===== src/hw/rtl/omw_pkg.sv =====
// Shared widths, constants and types of the three-wheel omni speed mixer.
// No dependencies; every module of the mixer imports it.
package omw_pkg;

	// Field and datapath widths
	localparam int IN_W   = 16;  // vel_x, vel_y, rate_z
	localparam int OUT_W  = 16;  // wheel speeds
	localparam int GAIN_W = 16;  // Q8.8 gain
	localparam int LIM_W  = 15;  // speed limit
	localparam int LIN_W  = 34;  // Q20 linear wheel speed
	localparam int PROD_W = 51;  // linear speed times gain
	localparam int W_W    = 22;  // signed rpm before limiting
	localparam int MAG_W  = 21;  // absolute rpm
	localparam int QW     = 15;  // quotient bits, one divider stage each
	localparam int NUM_W  = MAG_W + LIM_W;
	localparam int NW     = 3;   // wheel count
	localparam int RPM_SH = 28;  // Q20 * Q8.8 down to integer rpm

	// sin(60 deg) in Q0.16
	localparam logic signed [LIN_W-1:0] SIN60 = 34'sd56756;

	// Configuration register indexes
	typedef enum logic [0:0] {
		REG_GAIN  = 1'b0,
		REG_LIMIT = 1'b1
	} reg_idx_t;

	// Control bits that follow a word down the pipeline
	typedef struct packed {
		logic vld;
		logic scaled;
	} ctrl_t;

	typedef logic [NW-1:0][OUT_W-1:0] wvec_t;

endpackage


===== src/hw/rtl/omw_div.sv =====
// One lane of the pipelined restoring divider, one quotient bit per stage.
// Quotient must fit in QW bits; uses omw_pkg.
module omw_div (
	input  logic                             clk,
	input  logic [omw_pkg::NUM_W-1:0]        num,
	input  logic [omw_pkg::MAG_W-1:0]        den,
	output logic [omw_pkg::QW-1:0]           quo
);
	import omw_pkg::*;

	logic [MAG_W-1:0] rem_s [QW];
	logic [QW-1:0]    nlo_s [QW];
	logic [QW-1:0]    quo_s [QW];
	logic [MAG_W-1:0] den_s [QW];

	for (genvar k = 0; k < QW; k++) begin : g_step
		logic [MAG_W-1:0] rem_in, den_in;
		logic [QW-1:0]    nlo_in, quo_in;
		logic [MAG_W:0]   trial, diff;
		logic             ge;

		// Stage zero starts from the upper numerator bits
		if (k == 0) begin : g_first
			assign rem_in = num[NUM_W-1:QW];
			assign nlo_in = num[QW-1:0];
			assign quo_in = '0;
			assign den_in = den;
		end else begin : g_next
			assign rem_in = rem_s[k-1];
			assign nlo_in = nlo_s[k-1];
			assign quo_in = quo_s[k-1];
			assign den_in = den_s[k-1];
		end

		// Bring down one bit, subtract when it fits
		assign trial = {rem_in, nlo_in[QW-1]};
		assign diff  = trial - {1'b0, den_in};
		assign ge    = trial >= {1'b0, den_in};

		always_ff @(posedge clk) begin
			rem_s[k] <= ge ? diff[MAG_W-1:0] : trial[MAG_W-1:0];
			nlo_s[k] <= {nlo_in[QW-2:0], 1'b0};
			quo_s[k] <= {quo_in[QW-2:0], ge};
			den_s[k] <= den_in;
		end
	end

	assign quo = quo_s[QW-1];

endmodule


===== config.mk =====
export PLATFORM = sky130hd
export DESIGN_NAME = omw_div
export DESIGN_NICKNAME = d
export VERILOG_FILES = /design/src/hw/rtl/omw_pkg.sv /design/src/hw/rtl/omw_div.sv
export SDC_FILE = /design/constraint.sdc
export NUM_CORES = 1
export LEC_CHECK = 0
export ABC_AREA = 1
export BUFFER_PORTS_ARGS = -buffer_cell sky130_fd_sc_hd__buf_2
export CAP_MARGIN = 30
export CORE_MARGIN = 10
export CORE_UTILIZATION = 64
export CTS_CLUSTER_DIAMETER = 100
export DETAILED_ROUTE_END_ITERATION = 7
export GPL_TIMING_DRIVEN = 0
export PLACE_DENSITY = 0.79
export SYNTH_ARGS = -nofsm -noshare
export SYNTH_HDL_FRONTEND = slang
export SYNTH_SLANG_ARGS = --single-unit

===== constraint.sdc =====
create_clock -name clk -period 2.29 [get_ports clk]
set_input_delay 0.458 -clock clk [delete_from_list [all_inputs] [get_ports clk]]
set_output_delay 0.458 -clock clk [all_outputs]
set_load 0.02 [all_outputs]

[After elaboration in Yosys (flattened, before gate mapping)]
Memory sizes are Yosys's and may differ from the RTL's.
Index checks and enable logic that the tools add are counted.
Storage, ports and cells
  flip-flop bits (word level): 0
  bits in writable memories: 1065
  bits of input ports: 58
  logic and storage cells: 49
  memories: 4
Operators by class
  $add $sub $neg: 15
  $lt $le $gt $ge: 15
  mux-type cells: 15
Memories
  den_s: words 15, bits a word 21, rd ports 14, clocked after Yosys merged registers in 0, write ports 15, RTL line omw_div.sv:14  | logic [MAG_W-1:0] den_s [QW];
  rem_s: words 15, bits a word 21, rd ports 14, clocked after Yosys merged registers in 0, write ports 15, RTL line omw_div.sv:11  | logic [MAG_W-1:0] rem_s [QW];
  quo_s: words 15, bits a word 15, rd ports 15, clocked after Yosys merged registers in 0, write ports 15, RTL line omw_div.sv:13  | logic [QW-1:0] quo_s [QW];
  nlo_s: words 15, bits a word 14, rd ports 14, clocked after Yosys merged registers in 0, write ports 15, RTL line omw_div.sv:12  | logic [QW-1:0] nlo_s [QW];
Operator list (count)
  >= comparator 22 x 21 -> 1 bit: 15
  two-way mux 21 bit: 15
  subtractor 21 bit: 15

[Longest topological paths before layout]
An unclocked memory read counts as a cell.
  word-level depth: 3
  depth in mapped cells: 16
  depth with buffers taken out: 15

[Worst setup path after synthesis]
OpenSTA, ideal clock, no wires.
  path kind: input-to-reg
  from: in num[14] (netlist bit)
  to: mem rem_s[0][19]
  arrival: 1.915 ns
  required time: 2.177 ns
  slack: 0.262 ns
  cell stages on the path: 15
  path buffers: 1
  path through: inv_1 -> ha_1 -> inv_1 -> fa_1 -> nand2_1 -> nand2_1 -> nand3_1 -> nand2_1 -> nand2_1 -> nand2_1 -> nand2_2 -> nand2_4 -> buf_4 -> nand3_1 -> nand2_1
RTL lines
  start: declaration: RTL line omw_div.sv:5  | input logic [omw_pkg::NUM_W-1:0] num,
  end: declaration: RTL line omw_div.sv:11

==> key figures <==
Hold path
  – Hold Crit Class: in2reg

STA
  – Total count of hold-check failures in the final report: 0
  – Portion of the clock cycle consumed by the worst path in the final layout: 97.5%
  – Maximum clock frequency: 448 MHz
  – Clock period minus final worst setup slack: about 2200 ps
  – RSZ-0062 raised after global routing: true
  – Clock Skews: 18.6 ps
  – Total negative slack: 0 ps
  – Final setup viols: 0
  – Number of max-slew violations in the final report: 0
  – Slew margin rel.: 67.5%
  – Actual transition at the worst max-transition pin: 484 ps
  – Worst hold margin: 67.9 ps

Detailed routing
  – Remaining antenna violation count after routing: 0
  – DRC violation total after the first TritonRoute iteration: about 2,800
  – Wire length per cell: 15.8 µm
  – Via-to-Cell Ratio: 5.12
  – DR vias: 36,930
  – Final WL: 114,000 µm
  – DRC violation count after routing: 0
  – DR pass1 iterations: 8

Global routing
  – Met2 track demand over resource: around 52%
  – Met3 usage in global routing: under 10%
  – Met1 layer usage reported by global route: 35.8%
  – Global route overflow: 0
  – Overall routing resource usage: 29.4%
  – Vias in the first global route: 34,609
  – Antenna violations before repair: 4
  – First-pass GRT wire length: 177,000 µm
  – Pin count of the biggest net entering global routing: 17
  – Most used routing layer: met2

Synthesis
  – Post-synthesis sequential area ratio: between 30% and 40%
  – FF+latch count, synth: 813
  – Number of instances in the synthesized netlist: roughly 6,100
  – Primary flip-flop cell chosen by synthesis mapping: dfxtp_1
  – Post-synthesis async set-or-reset flop share: 0%
  – Cell with the most instances after synthesis: nand2_1
  – Avg Cell Area, Syn: 6.84 µm²
  – Commonest cells in the synthesized netlist: nand2_1, inv_1, dfxtp_1
  – Post-synth EDFFs: 0
  – Fraction of synthesized cell area taken by the top area cell type: 39.1%
  – Leading area contributor after synthesis: dfxtp_1
  – Cell types with the largest area share after synthesis: dfxtp_1, nand2_1, inv_1, ha_1, nand3_1
  – Post-synthesis cell area: 0.0417 mm²
  – Synth cell types: 30
  – Syn nets: around 6,500
  – Yosys Warn Count: 0

Critical path
  – Cell depth of the worst flop-to-flop path: 13
  – Ordered list of cells on the worst path: dlygate4sd3_1, buf_2, inv_1, fa_2, nand2_1, nand2_1, nand3_1, nand2_1, nand2_2, nand2_1, nand2_2, nand2_4, inv_4, buf_8, nand2_1, nand2_1
  – Startpoint of the lowest-slack register-to-register path: den_s[0][148]
  – CP Launch Point: den[1]
  – Crit path top cell by count: nand2_1
  – Maximum single-stage delay on the critical path: 550 ps
  – Category of the critical setup timing path: in2reg
  – Number of stages on the worst setup path: 16
  – FF-to-FF End: rem_s[1][12]
  – Critical Path AT: between 2000 and 3000 ps
  – Minimum setup slack among reg-to-reg paths: 60 ps
  – Critical path endpoint category: flip-flop
  – CP Launch Type: input pin
  – Buf+Inv Stages, Crit Path: 5
  – Required time worst endpoint: roughly 2800 ps
  – CP max-delay cell: dlygate4sd3_1
  – Endpoint of the worst setup timing path: rem_s[0][20]
  – Crit Path Max Fanout: 10
  – Top delay family on crit path: buffers and inverters

CTS
  – Max Root-Sink Buffers: 3
  – Worst-Skew Late Latency: 630 ps
  – Library cell used as clock root buffer: clkbuf_16
  – Clk sink count: 813
  – Clock tree from TritonCTS: yes
  – Clock-pin slew on the worst setup and hold paths: around 60 ps
  – TritonCTS Buffers: roughly 80
  – Level count of the clock H-tree: 3

Pwr
  – Pwr per Cell Area: 1520 mW/mm²
  – Worst VDD drop: 1.00 mV
  – Leakage Power: 26.3 nW

Finish
  – Area growth from synthesis to layout: 12.9%
  – # fillers: 5,335
  – Share of final-layout standard cells stronger than drive strength 1: under 10%
  – Nets: 6,681
  – Core utilization of the finished layout: around three quarters

Placement
  – Weighted congestion reported at the end of routability-driven placement: around 0.99
  – Post-DP HPWL: between 80,000 and 90,000 µm
  – Port Buf Inserts: 72

Floorplan
  – Initial Utilization: 64.7%
  – Die height: 275 µm
  – X dimension of the die: 275 µm
  – Top-level I/O count: 73
  – Floorplan core area: 0.0645 mm²
  – Std-Cell Rows: 93
  – Area of the die: ~0.076 mm²

Job
  – Max-cap viol count: 0

Run status
  – Outcome: complete, no violations
-- report_power, final --
part / internal [mW] / switching (mW) / total (mW) / leakage [nW]
sequential: 18.4 / 2.77 / 21.1 / 6.86
clock: 8.03 / 5.61 / 13.6 / 1.35
combinational: 13.3 / 23.5 / 36.7 / 18.1
total: 39.6 / 31.8 / 71.5 / 26.3
-- worst min-delay path: stages --
cell and delay, ps:
buf_2 90, nand2_1 50, nand2_1 50
-- registers in the layout (all words and copies together), names as in the netlist --
name and cells:
den_s 294, nlo_s 105, quo_s 120, rem_s 294
-- layout by cell type (no fill, tap or decap), types with 6 or more instances in the layout --
cell type	count
o21a_1	15
buf_2	72
clkbuf_1	7
dfxtp_1	799
inv_1	1055
nand2_1	2313
xor2_1	112
inv_2	33
o21bai_1	29
inv_6	8
clkinv_2	12
and3_1	14
nand2_2	91
buf_6	25
clkbuf_8	12
ha_2	6
nand3_1	383
nand3b_1	65
fa_2	14
nor2_1	404
nor3_1	19
buf_4	16
clkinvlp_4	7
dlygate4sd3_1	35
buf_8	21
nor3_2	14
ha_1	305
and2_1	14
or2_1	9
dfxtp_2	12
a21oi_1	205
o21ai_0	15
nand2_4	13
nor2_2	20
or2_2	14
nand4_1	30
clkbuf_16	90
bufinv_16	10
-- logic make-up after synthesis --
group / Yosys count / synth area share, %
xor+xnor: 112 / 2.35
simple gates: 3415 / 33.8
flops: 813 / 39.1
compound gates: 268 / 3.49
buf+inv: 1152 / 11.2
fa+ha+maj: 329 / 10.1
-- repair_timing --
| action | 4_1_cts | 5_1_grt |
|---|---|---|
| cloned | 0 | 10 |
| pin swaps | 0 | 13 |
| setup endpoints to repair | 112 | 285 |
| resized for setup | 20 | 170 |
| hold buffers | 35 | 0 |
| hold endpoints to repair | 35 | 0 |
| buffers inserted | 0 | 7 |
-- worst min-delay path by stage --
stage,startpoint,endpoint,slack [ps],cells after the start
final,num[28],rem_s[0][14],70,3
after global routing,num[29],rem_s[0][15],60,3
after CTS,num[17],rem_s[0][3],20,3
after detailed placement,nlo_s[0][90],nlo_s[0][105],310,0
after global placement,quo_s[0][32],quo_s[0][48],310,0
after floorplan,nlo_s[0][90],nlo_s[0][105],310,0
-- routing by layer --
layer / part of all wire [%] / vias up
met3: 5.6 / 299
li1: - / 18913
met2: 48 / 1211
met4: 4.4 / 0
met1: 42 / 16507
met5: 0 / -
-- per-stage QoR --
step | cell area [µm²] | power [mW] | std cells | setup slack (ps)
after floorplan | 41700 | 46.1 | 6089 | 262
after global placement | 43100 | 55.0 | 7016 | -189
after detailed placement | 43100 | 55.6 | 7016 | -199
after CTS | 46300 | 69.6 | 7194 | 0.0246
after global routing | 47100 | 77.0 | 7213 | -34.3
final | 47100 | 71.5 | 7213 | 57.6
-- cell type report --
type	count	area, µm²	share of cell area, %
diodes	2	5.00	0.0106
plain buffers	56	684	1.45
clock buffers	99	2190	4.66
clock inverters	44	586	1.24
inverters	1096	4150	8.82
multi-input cells	4124	21100	44.8
flip-flops and latches	813	16300	34.6
well taps	855	1070	2.27
repair buffers	124	1010	2.15
Power figures use the tool's default switching activity.
