<file path="src/hw/rtl/omw_pkg.sv">
// Shared widths, constants and types of the three-wheel omni speed mixer.
// No dependencies; every module of the mixer imports it.
package omw_pkg;

	// Field and datapath widths
	localparam int IN_W   = 16;  // vel_x, vel_y, rate_z
	localparam int OUT_W  = 16;  // wheel speeds
	localparam int GAIN_W = 16;  // Q8.8 gain
	localparam int LIM_W  = 15;  // speed limit
	localparam int LIN_W  = 34;  // Q20 linear wheel speed
	localparam int PROD_W = 51;  // linear speed times gain
	localparam int W_W    = 22;  // signed rpm before limiting
	localparam int MAG_W  = 21;  // absolute rpm
	localparam int QW     = 15;  // quotient bits, one divider stage each
	localparam int NUM_W  = MAG_W + LIM_W;
	localparam int NW     = 3;   // wheel count
	localparam int RPM_SH = 28;  // Q20 * Q8.8 down to integer rpm

	// sin(60 deg) in Q0.16
	localparam logic signed [LIN_W-1:0] SIN60 = 34'sd56756;

	// Configuration register indexes
	typedef enum logic [0:0] {
		REG_GAIN  = 1'b0,
		REG_LIMIT = 1'b1
	} reg_idx_t;

	// Control bits that follow a word down the pipeline
	typedef struct packed {
		logic vld;
		logic scaled;
	} ctrl_t;

	typedef logic [NW-1:0][OUT_W-1:0] wvec_t;

endpackage

</file>
<file path="src/hw/rtl/omw_norm.sv">
// Limit check: magnitudes, largest magnitude, numerators for proportional scaling.
// Three register stages; uses omw_pkg.
module omw_norm (
	input  logic                                clk,
	input  logic                                arst_n,
	input  logic                                in_vld,
	input  logic signed [omw_pkg::W_W-1:0]      w [omw_pkg::NW],
	input  logic        [omw_pkg::LIM_W-1:0]    limit,
	output omw_pkg::ctrl_t                      ctrl,
	output logic        [omw_pkg::NUM_W-1:0]    num [omw_pkg::NW],
	output logic        [omw_pkg::MAG_W-1:0]    den,
	output logic        [omw_pkg::NW-1:0]       neg,
	output omw_pkg::wvec_t                      w16
);
	import omw_pkg::*;

	logic [MAG_W-1:0] mag_s4 [NW];
	logic [NW-1:0]    neg_s4, neg_s5, neg_s6;
	wvec_t            w16_s4, w16_s5, w16_s6;
	logic [MAG_W-1:0] mx_s5, mx_s6, m01;
	logic [NUM_W-1:0] num_s5 [NW];
	logic [NUM_W-1:0] num_s6 [NW];
	logic             vld_s4, vld_s5;
	ctrl_t            ctrl_s6;

	// Advance valid and set the scaled flag
	always_ff @(posedge clk or negedge arst_n) begin
		if (!arst_n) begin
			vld_s4  <= 1'b0;
			vld_s5  <= 1'b0;
			ctrl_s6 <= '0;
		end else begin
			vld_s4         <= in_vld;
			vld_s5         <= vld_s4;
			ctrl_s6.vld    <= vld_s5;
			ctrl_s6.scaled <= mx_s5 > MAG_W'(limit);
		end
	end

	// Largest magnitude of the three wheels
	assign m01 = (mag_s4[0] > mag_s4[1]) ? mag_s4[0] : mag_s4[1];

	for (genvar i = 0; i < NW; i++) begin : g_wheel
		logic signed [W_W-1:0] absw;

		assign absw = w[i][W_W-1] ? -w[i] : w[i];

		// Split into sign and magnitude, then form |w| * limit
		always_ff @(posedge clk) begin
			mag_s4[i] <= absw[MAG_W-1:0];
			neg_s4[i] <= w[i][W_W-1];
			w16_s4[i] <= w[i][OUT_W-1:0];
			num_s5[i] <= NUM_W'(mag_s4[i]) * NUM_W'(limit);
			num_s6[i] <= num_s5[i];
		end

		assign num[i] = num_s6[i];
	end

	// Finish the largest magnitude and carry the sideband along
	always_ff @(posedge clk) begin
		mx_s5  <= (m01 > mag_s4[2]) ? m01 : mag_s4[2];
		mx_s6  <= mx_s5;
		neg_s5 <= neg_s4;
		neg_s6 <= neg_s5;
		w16_s5 <= w16_s4;
		w16_s6 <= w16_s5;
	end

	assign ctrl = ctrl_s6;
	assign den  = mx_s6;
	assign neg  = neg_s6;
	assign w16  = w16_s6;

endmodule

</file>
<file path="config.mk">
export PLATFORM = sky130hd
export DESIGN_NAME = omw_norm
export DESIGN_NICKNAME = d
export VERILOG_FILES = /design/src/hw/rtl/omw_pkg.sv /design/src/hw/rtl/omw_norm.sv
export SDC_FILE = /design/constraint.sdc
export NUM_CORES = 2
export LEC_CHECK = 0
export BUFFER_PORTS_ARGS = -buffer_cell sky130_fd_sc_hd__buf_4
export CORE_MARGIN = 2
export CORE_UTILIZATION = 48
export CTS_CLUSTER_DIAMETER = 30
export DETAILED_ROUTE_END_ITERATION = 7
export PLACE_DENSITY = 0.65
export SLEW_MARGIN = 20
export SYNTH_ARGS = -nofsm -noshare
export SYNTH_HDL_FRONTEND = slang
export SYNTH_SLANG_ARGS = --single-unit
</file>
<file path="constraint.sdc">
create_clock -name clk -period 6.7 [get_ports clk]
set_clock_uncertainty 0.05 [all_clocks]
set_input_delay 0.67 -clock clk [delete_from_list [all_inputs] [get_ports clk]]
set_output_delay 0.67 -clock clk [all_outputs]
set_load 0.05 [all_outputs]
</file>
# [After elaboration in Yosys (flattened, before gate mapping)]
# Memories as Yosys holds them, arrays and structs flattened.
# Index checks and enable logic that the tools add are counted.
[classes] reduce_logical=0 n_lt_le_gt_ge=3 n_bitwise=0 muxes=5 addsub=3 n_div=0 shift=0 multipliers=3 n_eq_ne=0
[ops] operator="$mul A21 B15 Y36" n=3
[ops] operator="$mux W21" n=5
[ops] operator="$neg A21 Y21" n=3
[ops] operator="$gt A21 B21 Y1" n=2
[ops] operator="$gt A21 B15 Y1" n=1
[word_totals] wordCells=37 memories=3 ff_bits=199 latchBits=0 romBits=0 ram_bits=279
[mem_list] name="num_s5" words=3 word_bits=36 read_ports=3 rd_ports_with_merged_regs=0 write_ports=3 line="omw_norm.sv:21" text="logic [NUM_W-1:0] num_s5 [NW];"
[mem_list] name="num_s6" words=3 word_bits=36 read_ports=3 rd_ports_with_merged_regs=0 write_ports=3 line="omw_norm.sv:22" text="logic [NUM_W-1:0] num_s6 [NW];"
[mem_list] name="mag_s4" words=3 word_bits=21 read_ports=3 rd_ports_with_merged_regs=0 write_ports=3 line="omw_norm.sv:17" text="logic [MAG_W-1:0] mag_s4 [NW];"

# [Depth between registers and ports, before layout]
# An unclocked memory read counts as a cell.
[depth] word_depth=5 ltp_mapped=25

# [Worst setup path before layout]
# OpenSTA, ideal clock, no wires.
[synth_timing] kind="input to register" start="input limit[6] (netlist name)" end="memory num_s5[0][103] (netlist name)" required_ps=6521 t_arrival_ps=6294 path_buffers=3 cell_stages=22 slack_ps=227 setup_time_ps=129 cell_sequence="clkbuf_1 clkbuf_1 clkbuf_1 nand2_1 fa_1 fa_1 fa_1 inv_1 fa_1 fa_1 inv_1 fa_1 inv_1 ha_1 and3_1 and2b_1 and4b_1 o211ai_1 a41oi_2 o21ai_2 o21ai_1 xor2_1"
[synth_lines] element="from (decl)" line="omw_norm.sv:8" text="input logic [omw_pkg::LIM_W-1:0] limit,"
[synth_lines] element="to (decl)" line="omw_norm.sv:21"

==> run summary <==
status - complete, no violations
number of global-route vias before repair - 33880
grt total ovfl - 0
R2R Setup Slk - 240 ps
CTS tree - built
max-cap violation count - 0
P&R area growth vs syn - 19.5%
H-tree Lvls - 3
die area - 91400 um2
met2 usage in global routing - 0.428
largest net degree at the start of global routing - 42
crit path max fanout - 10
Post-Syn Instances - 4471
WL per Instance - 19.2 um
Post-synth EDFFs - 0
share of layout cells above drive strength 1 - 0.159
setup violators final - 0
Die W - 302 um
Clk Latency, worst-skew pair - 690 ps
measured slew at the worst slew-check pin - 859 ps
Seq/Total Area, Yosys - 0.223
Worst Path Required - 7240 ps
Final #Nets - 6129
top-area cell type share of the netlist area - 0.345
post-route setup slack - 245 ps
worst hold start - w[22]
Final Max Slew Viols - 0
GP Congestion - 0.960
final worst path period share - 0.963
top-level I/O count - 266
GRT busiest layer - met2
first-pass GRT wire length - 189000 um
setup TNS - 0 ps
ant diodes - 0
DRT iter0 DRCs - 2107
Top FF cell, synth - dfxtp_1
minimum clock period - 6460 ps
residual DRC count - 0
GR Util All Layers - 0.273
largest cells by area after synthesis - fa_1 34%, dfxtp_1 22%, ha_1 11%, inv_1 7.8%, nand2_1 4.6%
Hold Fails Final Rpt - 0
clk buf depth - 3
dpl hpwl - 97600 um
Synth warnings - 0
Die Y - 302 um
router iterations before antenna repair - 5
grt met3 use - 0.0615
Max Clock Freq - 155 MHz
worst hold path type - primary input to register
Slew headroom - 0.426
CTS Root Cell - clkbuf_16
vias post-DR - 32053
placed cell area - 48000 um2
top cell type by total area after synthesis - fa_1
Vias/cell - 5.18
Arrival @ worst endpoint - 7000 ps
# fillers - 7669
Setup CP Type - register to register
CP startpoint kind - register
Syn Std Cell Area - 42700 um2
Synth async-reset ratio - 0.00842
antenna-violating nets left - 0
Crit. End Element - register
RSZ-0062 raised after global routing - false
cell area after layout - 51000 um2
Reg-to-Reg Start - mag_s4[0][52]
initial antenna violation count - 1
port bufs - 265
Clock Sink Count - 475
pre-CTS setup slack - -88.0 ps
Worst-path clk slew - 60 ps
#FFs+latches synth - 475
Avg Inst Size Synth - 9.55 um2
Mapped Nets - 5650
CTS buffer count - 84
Initial Util - 0.484
routing usage on met1 - 0.359
core area - 88200 um2
Yosys cell types - 73
row count - 109
Cell Count, Final, Fillers Out - 6185
final wirelength - 119000 um
CP Launch Point - mag_s4[0][52]
placed cells - 6027
## final timing paths
kind | to | cells after the start
setup / recovery | num_s5[0][105] | 22
hold / removal | w16_s4[16] | 1
setup reg to reg | num_s5[0][105] | 22
hold reg to reg | w16_s5[4] | 0
max in group asynchronous | vld_s4 | 2
min in group asynchronous | ctrl[0] | 2
## registers in the layout, indices dropped and copies added (netlist names), 2 cells and up
signal	cells
num_s5	108
mx_s5	21
neg	3
w16_s5	48
neg_s5	3
num_s6	108
mag_s4	60
neg_s4	3
w16	48
ctrl	2
w16_s4	48
den	21
## metal layers
layer	vias to the layer above	part of all wire
met5	-	0
met4	0	0.050
met3	273	0.094
met2	1274	0.45
met1	16004	0.41
li1	14502	-
## through the flow
stage / hold slack (ps) / util
final: 46.7 / 0.578
after global routing: 18.9 / 0.578
after CTS: 1.88 / 0.578
after detailed placement: 262 / 0.544
after global placement: 260 / 0.544
after floorplan: 260 / -
## worst max-delay path, stage by stage (launching register included)
cell and delay [ps]:
dfxtp_1 550, inv_2 240, nor2_1 190, fa_1 430
inv_1 90, fa_1 420, inv_1 100, fa_1 460
fa_1 510, fa_1 490, inv_1 50, fa_1 470
inv_1 40, ha_1 290, and3_1 180, and2b_1 210
and4b_1 290, o211ai_1 110, buf_4 180, a41oi_2 360
o21ai_2 170, o31ai_1 290, o311a_1 200
## synthesized netlist by cell type (6+ instances only)
master    number
a211oi_1      18
a21o_1        65
a21oi_1      104
a31oi_1       14
a41oi_1        6
and2_1       215
and3_1        11
buf_1         12
clkbuf_1     168
clkinv_1      17
dfxtp_1      471
fa_1         735
ha_1         360
inv_1        892
inv_2          7
mux2_2        39
nand2_1      524
nand2b_1      10
nand3_1       32
nand4_1       21
nor2_1       346
nor2b_1       12
nor3_1        11
nor4_1         7
o211ai_1      14
o21ai_0       78
o21bai_1      15
o31ai_1       19
o41ai_1        7
or3_1          9
xnor2_1      117
xor2_1        38
## timing repair
action	in CTS	in global routing
endpoints found under the hold margin	5	0
buffers inserted	0	0
gates resized for setup	0	7
hold buffers	2	0
endpoints found under the setup margin	0	6
## layout make-up
cell class                 instances  area [um2]  area share
clock buffer                      95        2220      0.0436
clock inverter                    61         825      0.0162
inverter                         916        3440      0.0674
multi-input combinational       2896       29100       0.569
sequential                       475        9540       0.187
tap                             1165        1460      0.0286
timing repair buffer             577        4510      0.0884
## cells in the final DEF, fill, tap and decap left out, types with 6 or more instances in the layout
master | netlist | layout
and2_1 | 215 | 215
nand3_1 | 32 | 32
inv_2 | 7 | 7
a41oi_1 | 6 | 6
or3_1 | 9 | 9
xor2_1 | 38 | 38
nand4_1 | 21 | 21
a21o_1 | 65 | 65
nor4_1 | 7 | 7
nand2_1 | 524 | 524
a31oi_1 | 14 | 13
o211ai_1 | 14 | 14
o31ai_1 | 19 | 19
clkbuf_8 | 0 | 6
inv_1 | 892 | 892
clkinvlp_4 | 0 | 6
inv_8 | 0 | 12
xnor2_1 | 117 | 117
mux2_2 | 39 | 39
o21bai_1 | 15 | 15
o21ai_0 | 78 | 78
nor2b_1 | 12 | 12
buf_12 | 0 | 14
clkbuf_16 | 0 | 85
a211oi_1 | 18 | 18
o41ai_1 | 7 | 7
ha_1 | 360 | 360
a21oi_1 | 104 | 104
fa_1 | 735 | 735
nor2_1 | 346 | 346
clkinv_1 | 17 | 17
nor3_1 | 11 | 11
nand2b_1 | 10 | 10
dfxtp_1 | 471 | 466
inv_6 | 0 | 19
buf_4 | 1 | 561
bufinv_16 | 0 | 6
and3_1 | 11 | 11
## kinds of logic (layout without fill, tap and decap cells)
group	Yosys count	after routing	synth area share
adders and majority gates	1095	1095	0.450
muxes	40	40	0.0105
DFF	475	475	0.223
buffers and inverters	1100	1649	0.0969
AOI/OAI and AO/OA	382	382	0.0591
and+or+nand+nor	1224	1224	0.129
xor gates and xnor gates	155	155	0.0318
Power is not shown: default switching activity piles up to over one toggle a cycle in this logic, so the estimate is an artifact.
