## src/hw/rtl/omw_pkg.sv

```systemverilog
// Shared widths, constants and types of the three-wheel omni speed mixer.
// No dependencies; every module of the mixer imports it.
package omw_pkg;

	// Field and datapath widths
	localparam int IN_W   = 16;  // vel_x, vel_y, rate_z
	localparam int OUT_W  = 16;  // wheel speeds
	localparam int GAIN_W = 16;  // Q8.8 gain
	localparam int LIM_W  = 15;  // speed limit
	localparam int LIN_W  = 34;  // Q20 linear wheel speed
	localparam int PROD_W = 51;  // linear speed times gain
	localparam int W_W    = 22;  // signed rpm before limiting
	localparam int MAG_W  = 21;  // absolute rpm
	localparam int QW     = 15;  // quotient bits, one divider stage each
	localparam int NUM_W  = MAG_W + LIM_W;
	localparam int NW     = 3;   // wheel count
	localparam int RPM_SH = 28;  // Q20 * Q8.8 down to integer rpm

	// sin(60 deg) in Q0.16
	localparam logic signed [LIN_W-1:0] SIN60 = 34'sd56756;

	// Configuration register indexes
	typedef enum logic [0:0] {
		REG_GAIN  = 1'b0,
		REG_LIMIT = 1'b1
	} reg_idx_t;

	// Control bits that follow a word down the pipeline
	typedef struct packed {
		logic vld;
		logic scaled;
	} ctrl_t;

	typedef logic [NW-1:0][OUT_W-1:0] wvec_t;

endpackage

```

## src/hw/rtl/omw_kin.sv

```systemverilog
// Kinematics front end: linear wheel speeds, gain multiply, truncation to rpm.
// Three register stages; uses omw_pkg.
module omw_kin (
	input  logic                                clk,
	input  logic                                arst_n,
	input  logic                                in_vld,
	input  logic signed [omw_pkg::IN_W-1:0]     vel_x,
	input  logic signed [omw_pkg::IN_W-1:0]     vel_y,
	input  logic signed [omw_pkg::IN_W-1:0]     rate_z,
	input  logic        [omw_pkg::GAIN_W-1:0]   gain,
	output logic                                out_vld,
	output logic signed [omw_pkg::W_W-1:0]      w [omw_pkg::NW]
);
	import omw_pkg::*;

	localparam logic signed [PROD_W-1:0] BIAS = PROD_W'((64'd1 << RPM_SH) - 64'd1);

	logic signed [LIN_W-1:0]  xe, ye, ze, zt, xc, yh;
	logic signed [LIN_W-1:0]  lin [NW];
	logic signed [LIN_W-1:0]  lin_s1 [NW];
	logic signed [PROD_W-1:0] prod_s2 [NW];
	logic signed [W_W-1:0]    w_s3 [NW];
	logic                     vld_s1, vld_s2, vld_s3;
	logic signed [GAIN_W:0]   gain_sx;

	// Linear speeds in Q20: 15*z*4096 = z*65536 - z*4096
	always_comb begin
		xe = LIN_W'(vel_x);
		ye = LIN_W'(vel_y);
		ze = LIN_W'(rate_z);
		zt = (ze <<< 16) - (ze <<< 12);
		xc = xe * SIN60;
		yh = ye <<< 15;
		lin[0] = zt - (ye <<< 16);
		lin[1] = zt + yh + xc;
		lin[2] = zt + yh - xc;
	end

	assign gain_sx = $signed({1'b0, gain});

	// Advance valid bits
	always_ff @(posedge clk or negedge arst_n) begin
		if (!arst_n) begin
			vld_s1 <= 1'b0;
			vld_s2 <= 1'b0;
			vld_s3 <= 1'b0;
		end else begin
			vld_s1 <= in_vld;
			vld_s2 <= vld_s1;
			vld_s3 <= vld_s2;
		end
	end

	// Per wheel: register linear speed, multiply by gain, truncate toward zero
	for (genvar i = 0; i < NW; i++) begin : g_wheel
		logic signed [PROD_W-1:0] adj;

		assign adj = prod_s2[i] + (prod_s2[i][PROD_W-1] ? BIAS : '0);

		always_ff @(posedge clk) begin
			lin_s1[i]  <= lin[i];
			prod_s2[i] <= PROD_W'(lin_s1[i]) * PROD_W'(gain_sx);
			w_s3[i]    <= adj[RPM_SH+W_W-1:RPM_SH];
		end

		assign w[i] = w_s3[i];
	end

	assign out_vld = vld_s3;

endmodule

```

## config.mk

```make
export PLATFORM = sky130hd
export DESIGN_NAME = omw_kin
export DESIGN_NICKNAME = d
export VERILOG_FILES = /design/src/hw/rtl/omw_pkg.sv /design/src/hw/rtl/omw_kin.sv
export SDC_FILE = /design/constraint.sdc
export NUM_CORES = 2
export LEC_CHECK = 0
export BUFFER_PORTS_ARGS = -buffer_cell sky130_fd_sc_hd__buf_2
export CORE_UTILIZATION = 50
export DETAILED_ROUTE_END_ITERATION = 16
export PLACE_DENSITY_LB_ADDON = 0.05
export SYNTH_ARGS = -nofsm -noshare
export SYNTH_HDL_FRONTEND = slang
export SYNTH_SLANG_ARGS = --single-unit
```

## constraint.sdc

```tcl
create_clock -name clk -period 9 [get_ports clk]
set_clock_uncertainty 0.1 [all_clocks]
set_input_delay 1.8 -clock clk [delete_from_list [all_inputs] [get_ports clk]]
set_output_delay 1.8 -clock clk [all_outputs]
set_load 0.005 [all_outputs]
```

# After elaboration in Yosys (flattened, before gate mapping)
# Memory sizes are Yosys's and may differ from the RTL's.
# Index checks and enable logic that the tools add are counted.
[classes] n_addsub=8 n_mul=4 muxes=3
[op_table] op="multiplier 34 x 17 -> 51 bit" n=3
[op_table] op="adder 50 x 28 -> 50 bit" n=2
[op_table] op="2-to-1 mux 28 bit" n=3
[op_table] op="adder 50 bit" n=1
[op_table] op="adder 33 x 31 -> 34 bit" n=1
[op_table] op="adder 34 x 33 -> 34 bit" n=1
[op_table] op="subtractor 33 x 32 -> 34 bit" n=1
[op_table] op="subtractor 34 x 33 -> 34 bit" n=1
[op_table] op="subtractor 32 x 28 -> 33 bit" n=1
[op_table] op="multiplier 16 x 15 -> 31 bit (second input constant)" n=1
[totals] out_inout_bits=67 word_cells=21 in_bits=67 regBits=3 memories=3 mem_bits_rw=321
[memory_table] name="prod_s2" depth=3 width=51 rd=3 rd_ports_with_merged_regs=0 write_ports=3 line="omw_kin.sv:21" text="logic signed [PROD_W-1:0] prod_s2 [NW];"
[memory_table] name="lin_s1" depth=3 width=34 rd=3 rd_ports_with_merged_regs=0 write_ports=3 line="omw_kin.sv:20" text="logic signed [LIN_W-1:0] lin_s1 [NW];"
[memory_table] name="w_s3" depth=3 width=22 rd=3 rd_ports_with_merged_regs=0 write_ports=3 line="omw_kin.sv:22" text="logic signed [W_W-1:0] w_s3 [NW];"

# Longest topological paths before layout
[depth] word_depth=3 depth_mapped=33 depth_no_buf=32

# Least setup slack after synthesis
# Ideal clock, no wire load.
[synth_path] kind="input-to-reg" start="in vel_x[9] (netlist bit)" end="mem lin_s1[2][30], in the netlist lin_s1[0][98]" required_time_ns=8.773 path_buffers=0 arrival_time_ns=8.568 setup_ns=0.127 path_stages=27 setup_slack_ns=0.205 cell_sequence="ha_1 -> fa_1 -> inv_1 -> fa_1 -> inv_1 -> fa_1 -> fa_1 -> inv_1 -> fa_1 -> inv_1 -> ha_1 -> or4_1 -> o21a_1 -> a21o_1 -> a21o_1 -> a21o_1 -> a21o_1 -> xor2_1 -> ha_1 -> or2_2 -> o32ai_1 -> a31oi_1 -> a2111oi_0 -> a21oi_1 -> o31ai_1 -> a21oi_1 -> xor2_1"
[synth_rtl] item="start: declaration" line="omw_kin.sv:7" text="input logic signed [omw_pkg::IN_W-1:0] vel_x,"
[synth_rtl] item="end: declaration" line="omw_kin.sv:20"

==> results.md <==
Die:
- The initial standard-cell utilization of the core is approximately half.
- The count of pins on the block boundary is roughly 130.
- From left edge to right edge, the die measures approximately 370 um.
- The die is between 300 and 400 um tall.
- The floorplan step defined a die boundary enclosing around 0.13 mm2.
- The total number of placement rows is between 100 and 150.
- The core box area is 0.1301 mm2.

Drt:
- The number of search-and-repair iterations in the first detailed-routing pass is 5.
- In this run the remaining antenna-violating nets after routing total 0.
- The via density per instance is 5.090.
- The number of design rule violations left after detail routing is 0.
- The iteration-0 DRC count of the detailed router is roughly 2,300.
- The routed wire length is roughly 150,000 um.
- Across all layers, the routed design uses around 46,000 vias.
- The routed wire length per instance is about 17 um.

Yosys:
- Averaged over all synthesized cells, the footprint is 9.162 um2.
- In the synthesized netlist, mux cells make up less than 1% of the area.
- The post-synthesis compound-gate area fraction is roughly 6.4%.
- Counting flops with a built-in enable in the synthesized netlist gives 0.
- The area share of the leading cell type in the synthesized netlist is 43.80%.
- The dominant combinational cell family by area after synthesis is adder cells.
- The synthesized flop and latch total is between 200 and 300.
- In the post-synthesis netlist, the cell with the most instances is sky130_fd_sc_hd__inv_1.
- Summing the sequential cell areas from Yosys gives under 10% of the chip area.
- The cell count after synthesis came out at around 7,000.
- The cell area that synthesis handed to floorplanning was 0.06596 mm2.
- The xor and xnor fraction of the mapped netlist area is about 4.4%.
- Sorting the synthesized cells by area gives the leading types as sky130_fd_sc_hd__fa_1 (44%), sky130_fd_sc_hd__ha_1 (11%), sky130_fd_sc_hd__inv_1 (9.9%).
- After Yosys synthesis, full adders, half adders and majority gates account for a little under three fifths of the synthesized area.
- In this run, distinct cell masters in the synthesized netlist total 69.
- The number of nets produced by synthesis is just over 9,000.
- The commonest cells after synthesis are sky130_fd_sc_hd__inv_1 (1,736), sky130_fd_sc_hd__fa_1 (1,443), sky130_fd_sc_hd__nand2_1 (916).
- The simple-gate area share of the yosys netlist is ~14%.
- The library cell with the largest summed area after synthesis is sky130_fd_sc_hd__fa_1.
- The most common flop cell mapped by yosys is sky130_fd_sc_hd__dfxtp_1.
- For this run, the number of Yosys warnings is 0.
- After synthesis, the share of flip-flops with an asynchronous set or reset is 1.034%.

STA:
- The max-slew violation count is 0.
- The worst hold slack after final layout is between 200 and 300 ps.
- The shortest period the worst path allows is approximately 8600 ps.
- The highest achievable clock rate is between 100 and 150 MHz.
- Setup violations remaining at the end of the flow were counted as 0.
- The transition time of the tightest slew-check pin is just under 1000 ps.
- The post-route clock period utilization is a little over nine tenths.
- The headroom to the max-slew limit is 33.49%.
- Setup repair after global routing left no endpoint under its margin.
- The number of hold violations in the final report was 0.

Placement:
- Routability-driven placement finished with a final weighted congestion of 0.8720.
- Input and output buffers added on the ports amount to roughly 130.
- Once detailed placement completed, the half-perimeter wirelength came to around 130,000 um.

Clocking:
- The largest buffer count on any clock path is 3.
- The clock buffer count from CTS is 38.
- The H-tree generated during clock tree synthesis spans 2 levels.
- The clock root buffer is sky130_fd_sc_hd__clkbuf_16.
- Buffers added to address setup during post-CTS repair amount to 0.
- The clock net in this run drives a total of 290 sinks.
- The number of hold buffers added after CTS was 0.
- TritonCTS built the clock tree.
- Post-CTS repair changed the size of 0 cells.
- Clock latency on the worst-skew pair, taken at its later pin, is approximately 600 ps.
- Clock-pin slew was measured on the worst setup and hold paths at around 50 ps.

Layout:
- Compared with the post-synthesis result, the final layout area differs by 7.734%.
- The fill cell instance count of the final layout is between 10,000 and 15,000.
- The post-layout net count is 9,448.
- The post-layout utilization of the core is between 50 and 60%.
- The share of cells above drive strength 1 is between 5 and 6%.

Run status:
- The flow ran to the end, and the final reports show no timing, DRC or antenna violations.

Global route:
- The first global-routing pass estimated about 260,000 um of wire.
- The global routing usage summed across all routing layers is 24.41%.
- The via count of the first global-routing pass is around 50,000.
- The aggregate global routing overflow is 0.
- The pin count of the biggest net entering global routing is 43.
- The initial antenna violation count came to 7.

Setup path:
- The signal arrival time at the worst endpoint is roughly 9000 ps.
- The critical path is of the primary input to register type.
- In this run the worst path has a maximum fanout of 4.
- The worst endpoint required time is 9370 ps.
- STA classifies the critical path endpoint as a register.
- The worst setup path is launched from a primary input.

Run:
- The max-cap check violation count is 0.

Min path:
- The worst hold path belongs to the class register to register.
cell usage in the layout (no fill, tap or decap), types with 6 or more instances in the layout:
master	count
sky130_fd_sc_hd__o21bai_1	26
sky130_fd_sc_hd__buf_2	133
sky130_fd_sc_hd__dfxtp_1	287
sky130_fd_sc_hd__nor2_1	145
sky130_fd_sc_hd__xnor2_1	240
sky130_fd_sc_hd__xor2_1	90
sky130_fd_sc_hd__a21oi_1	205
sky130_fd_sc_hd__and3_1	29
sky130_fd_sc_hd__a21o_1	135
sky130_fd_sc_hd__buf_12	18
sky130_fd_sc_hd__inv_1	1736
sky130_fd_sc_hd__a31oi_1	22
sky130_fd_sc_hd__or2_2	10
sky130_fd_sc_hd__o31ai_1	13
sky130_fd_sc_hd__a21boi_0	8
sky130_fd_sc_hd__o21ai_0	99
sky130_fd_sc_hd__nor2b_1	41
sky130_fd_sc_hd__clkbuf_1	7
sky130_fd_sc_hd__nand2_1	916
sky130_fd_sc_hd__a211oi_1	23
sky130_fd_sc_hd__nand4_1	30
sky130_fd_sc_hd__o21a_1	33
sky130_fd_sc_hd__nor4_1	12
sky130_fd_sc_hd__o31a_1	6
sky130_fd_sc_hd__nor3_1	38
sky130_fd_sc_hd__nand3_1	47
sky130_fd_sc_hd__ha_1	601
sky130_fd_sc_hd__bufinv_16	6
sky130_fd_sc_hd__clkbuf_16	40
sky130_fd_sc_hd__or3_1	10
sky130_fd_sc_hd__and2_1	563
sky130_fd_sc_hd__o2111ai_1	8
sky130_fd_sc_hd__fa_1	1443
sky130_fd_sc_hd__a2111oi_0	9
sky130_fd_sc_hd__buf_4	200
sky130_fd_sc_hd__a31o_2	6
sky130_fd_sc_hd__nand2b_1	23
state kept, by name, indices dropped and copies added (netlist names):
signal / flops
vld_s2: 1
vld_s1: 1
w_s3: 66
out_vld: 1
lin_s1: 85
prod_s2: 136
critical path, stage by stage:
cell and delay [ps]:
sky130_fd_sc_hd__buf_2 130, sky130_fd_sc_hd__ha_1 350, sky130_fd_sc_hd__fa_1 490, sky130_fd_sc_hd__fa_1 580, sky130_fd_sc_hd__inv_1 70, sky130_fd_sc_hd__fa_1 560
sky130_fd_sc_hd__fa_1 430, sky130_fd_sc_hd__fa_1 490, sky130_fd_sc_hd__inv_1 40, sky130_fd_sc_hd__ha_1 180, sky130_fd_sc_hd__or4_1 520, sky130_fd_sc_hd__o21a_1 200
sky130_fd_sc_hd__a21o_1 180, sky130_fd_sc_hd__a21o_1 180, sky130_fd_sc_hd__a21o_1 170, sky130_fd_sc_hd__a21o_1 170, sky130_fd_sc_hd__xor2_1 230, sky130_fd_sc_hd__ha_1 290
sky130_fd_sc_hd__or2_2 320, sky130_fd_sc_hd__o32ai_1 290, sky130_fd_sc_hd__a31oi_1 110, sky130_fd_sc_hd__a2111oi_0 430, sky130_fd_sc_hd__buf_4 190, sky130_fd_sc_hd__a21oi_1 100
sky130_fd_sc_hd__o31ai_1 210, sky130_fd_sc_hd__a21oi_1 120, sky130_fd_sc_hd__xor2_1 140
kinds of logic after synthesis:
kind of cell    Yosys count
fa+ha+maj              2044
compound gates          652
mux                       2
simple gates           1892
flops                   290
buf+inv                1989
xor+xnor                330
area by class of cell:
type                    count  area (um2)  share of cell area (%)
multi-input cells        4920       52670                   74.12
inverters                1736        6516                   9.170
well taps                1742        2180                   3.067
clock buffers              52        1096                   1.542
repair buffers            351        2527                   3.557
flip-flops and latches    290        5821                   8.191
diodes                      4       10.01                 0.01409
clock inverters            14       237.7                  0.3345
through the flow:
| step | std cells | cell area [um2] | worst slack, ps | TNS, ps |
|---|---|---|---|---|
| 2_1_floorplan | 7199 | 65960 | 205.0 | 0 |
| 3_3_place_gp | 9039 | 69720 | -125.8 | -308.1 |
| 3_5_place_dp | 9039 | 69720 | -223.2 | -1141 |
| 4_1_cts | 9105 | 71050 | 431.2 | 0 |
| 5_1_grt | 9105 | 71050 | 12.64 | 0 |
| 6_report | 9109 | 71060 | 412.0 | 0 |
layer usage:
layer | vias to the layer above | part of all wire [%] | global-route usage, %
li1 | 21710 | - | -
met1 | 23670 | 46 | 34.24
met2 | 821 | 47 | 40.53
met3 | 159 | 4.6 | 2.883
met4 | 4 | 2.3 | 5.464
met5 | - | 0.014 | 0
path summary, 6_finish.rpt:
check	startpoint	endpoint	slack [ps]	cells past startpoint
setup reg to reg	lin_s1[0][75]	prod_s2[0][152]	1530	23
setup / recovery	vel_x[7]	lin_s1[0][98]	410	27
hold reg to reg	vld_s2	out_vld	260	0
hold / removal	vld_s2	out_vld	260	0
min in group asynchronous	arst_n	out_vld	880	1
max in group asynchronous	arst_n	vld_s2	7810	1
Power is not shown: default switching activity piles up to over one toggle a cycle in this logic, so the estimate is an artifact.
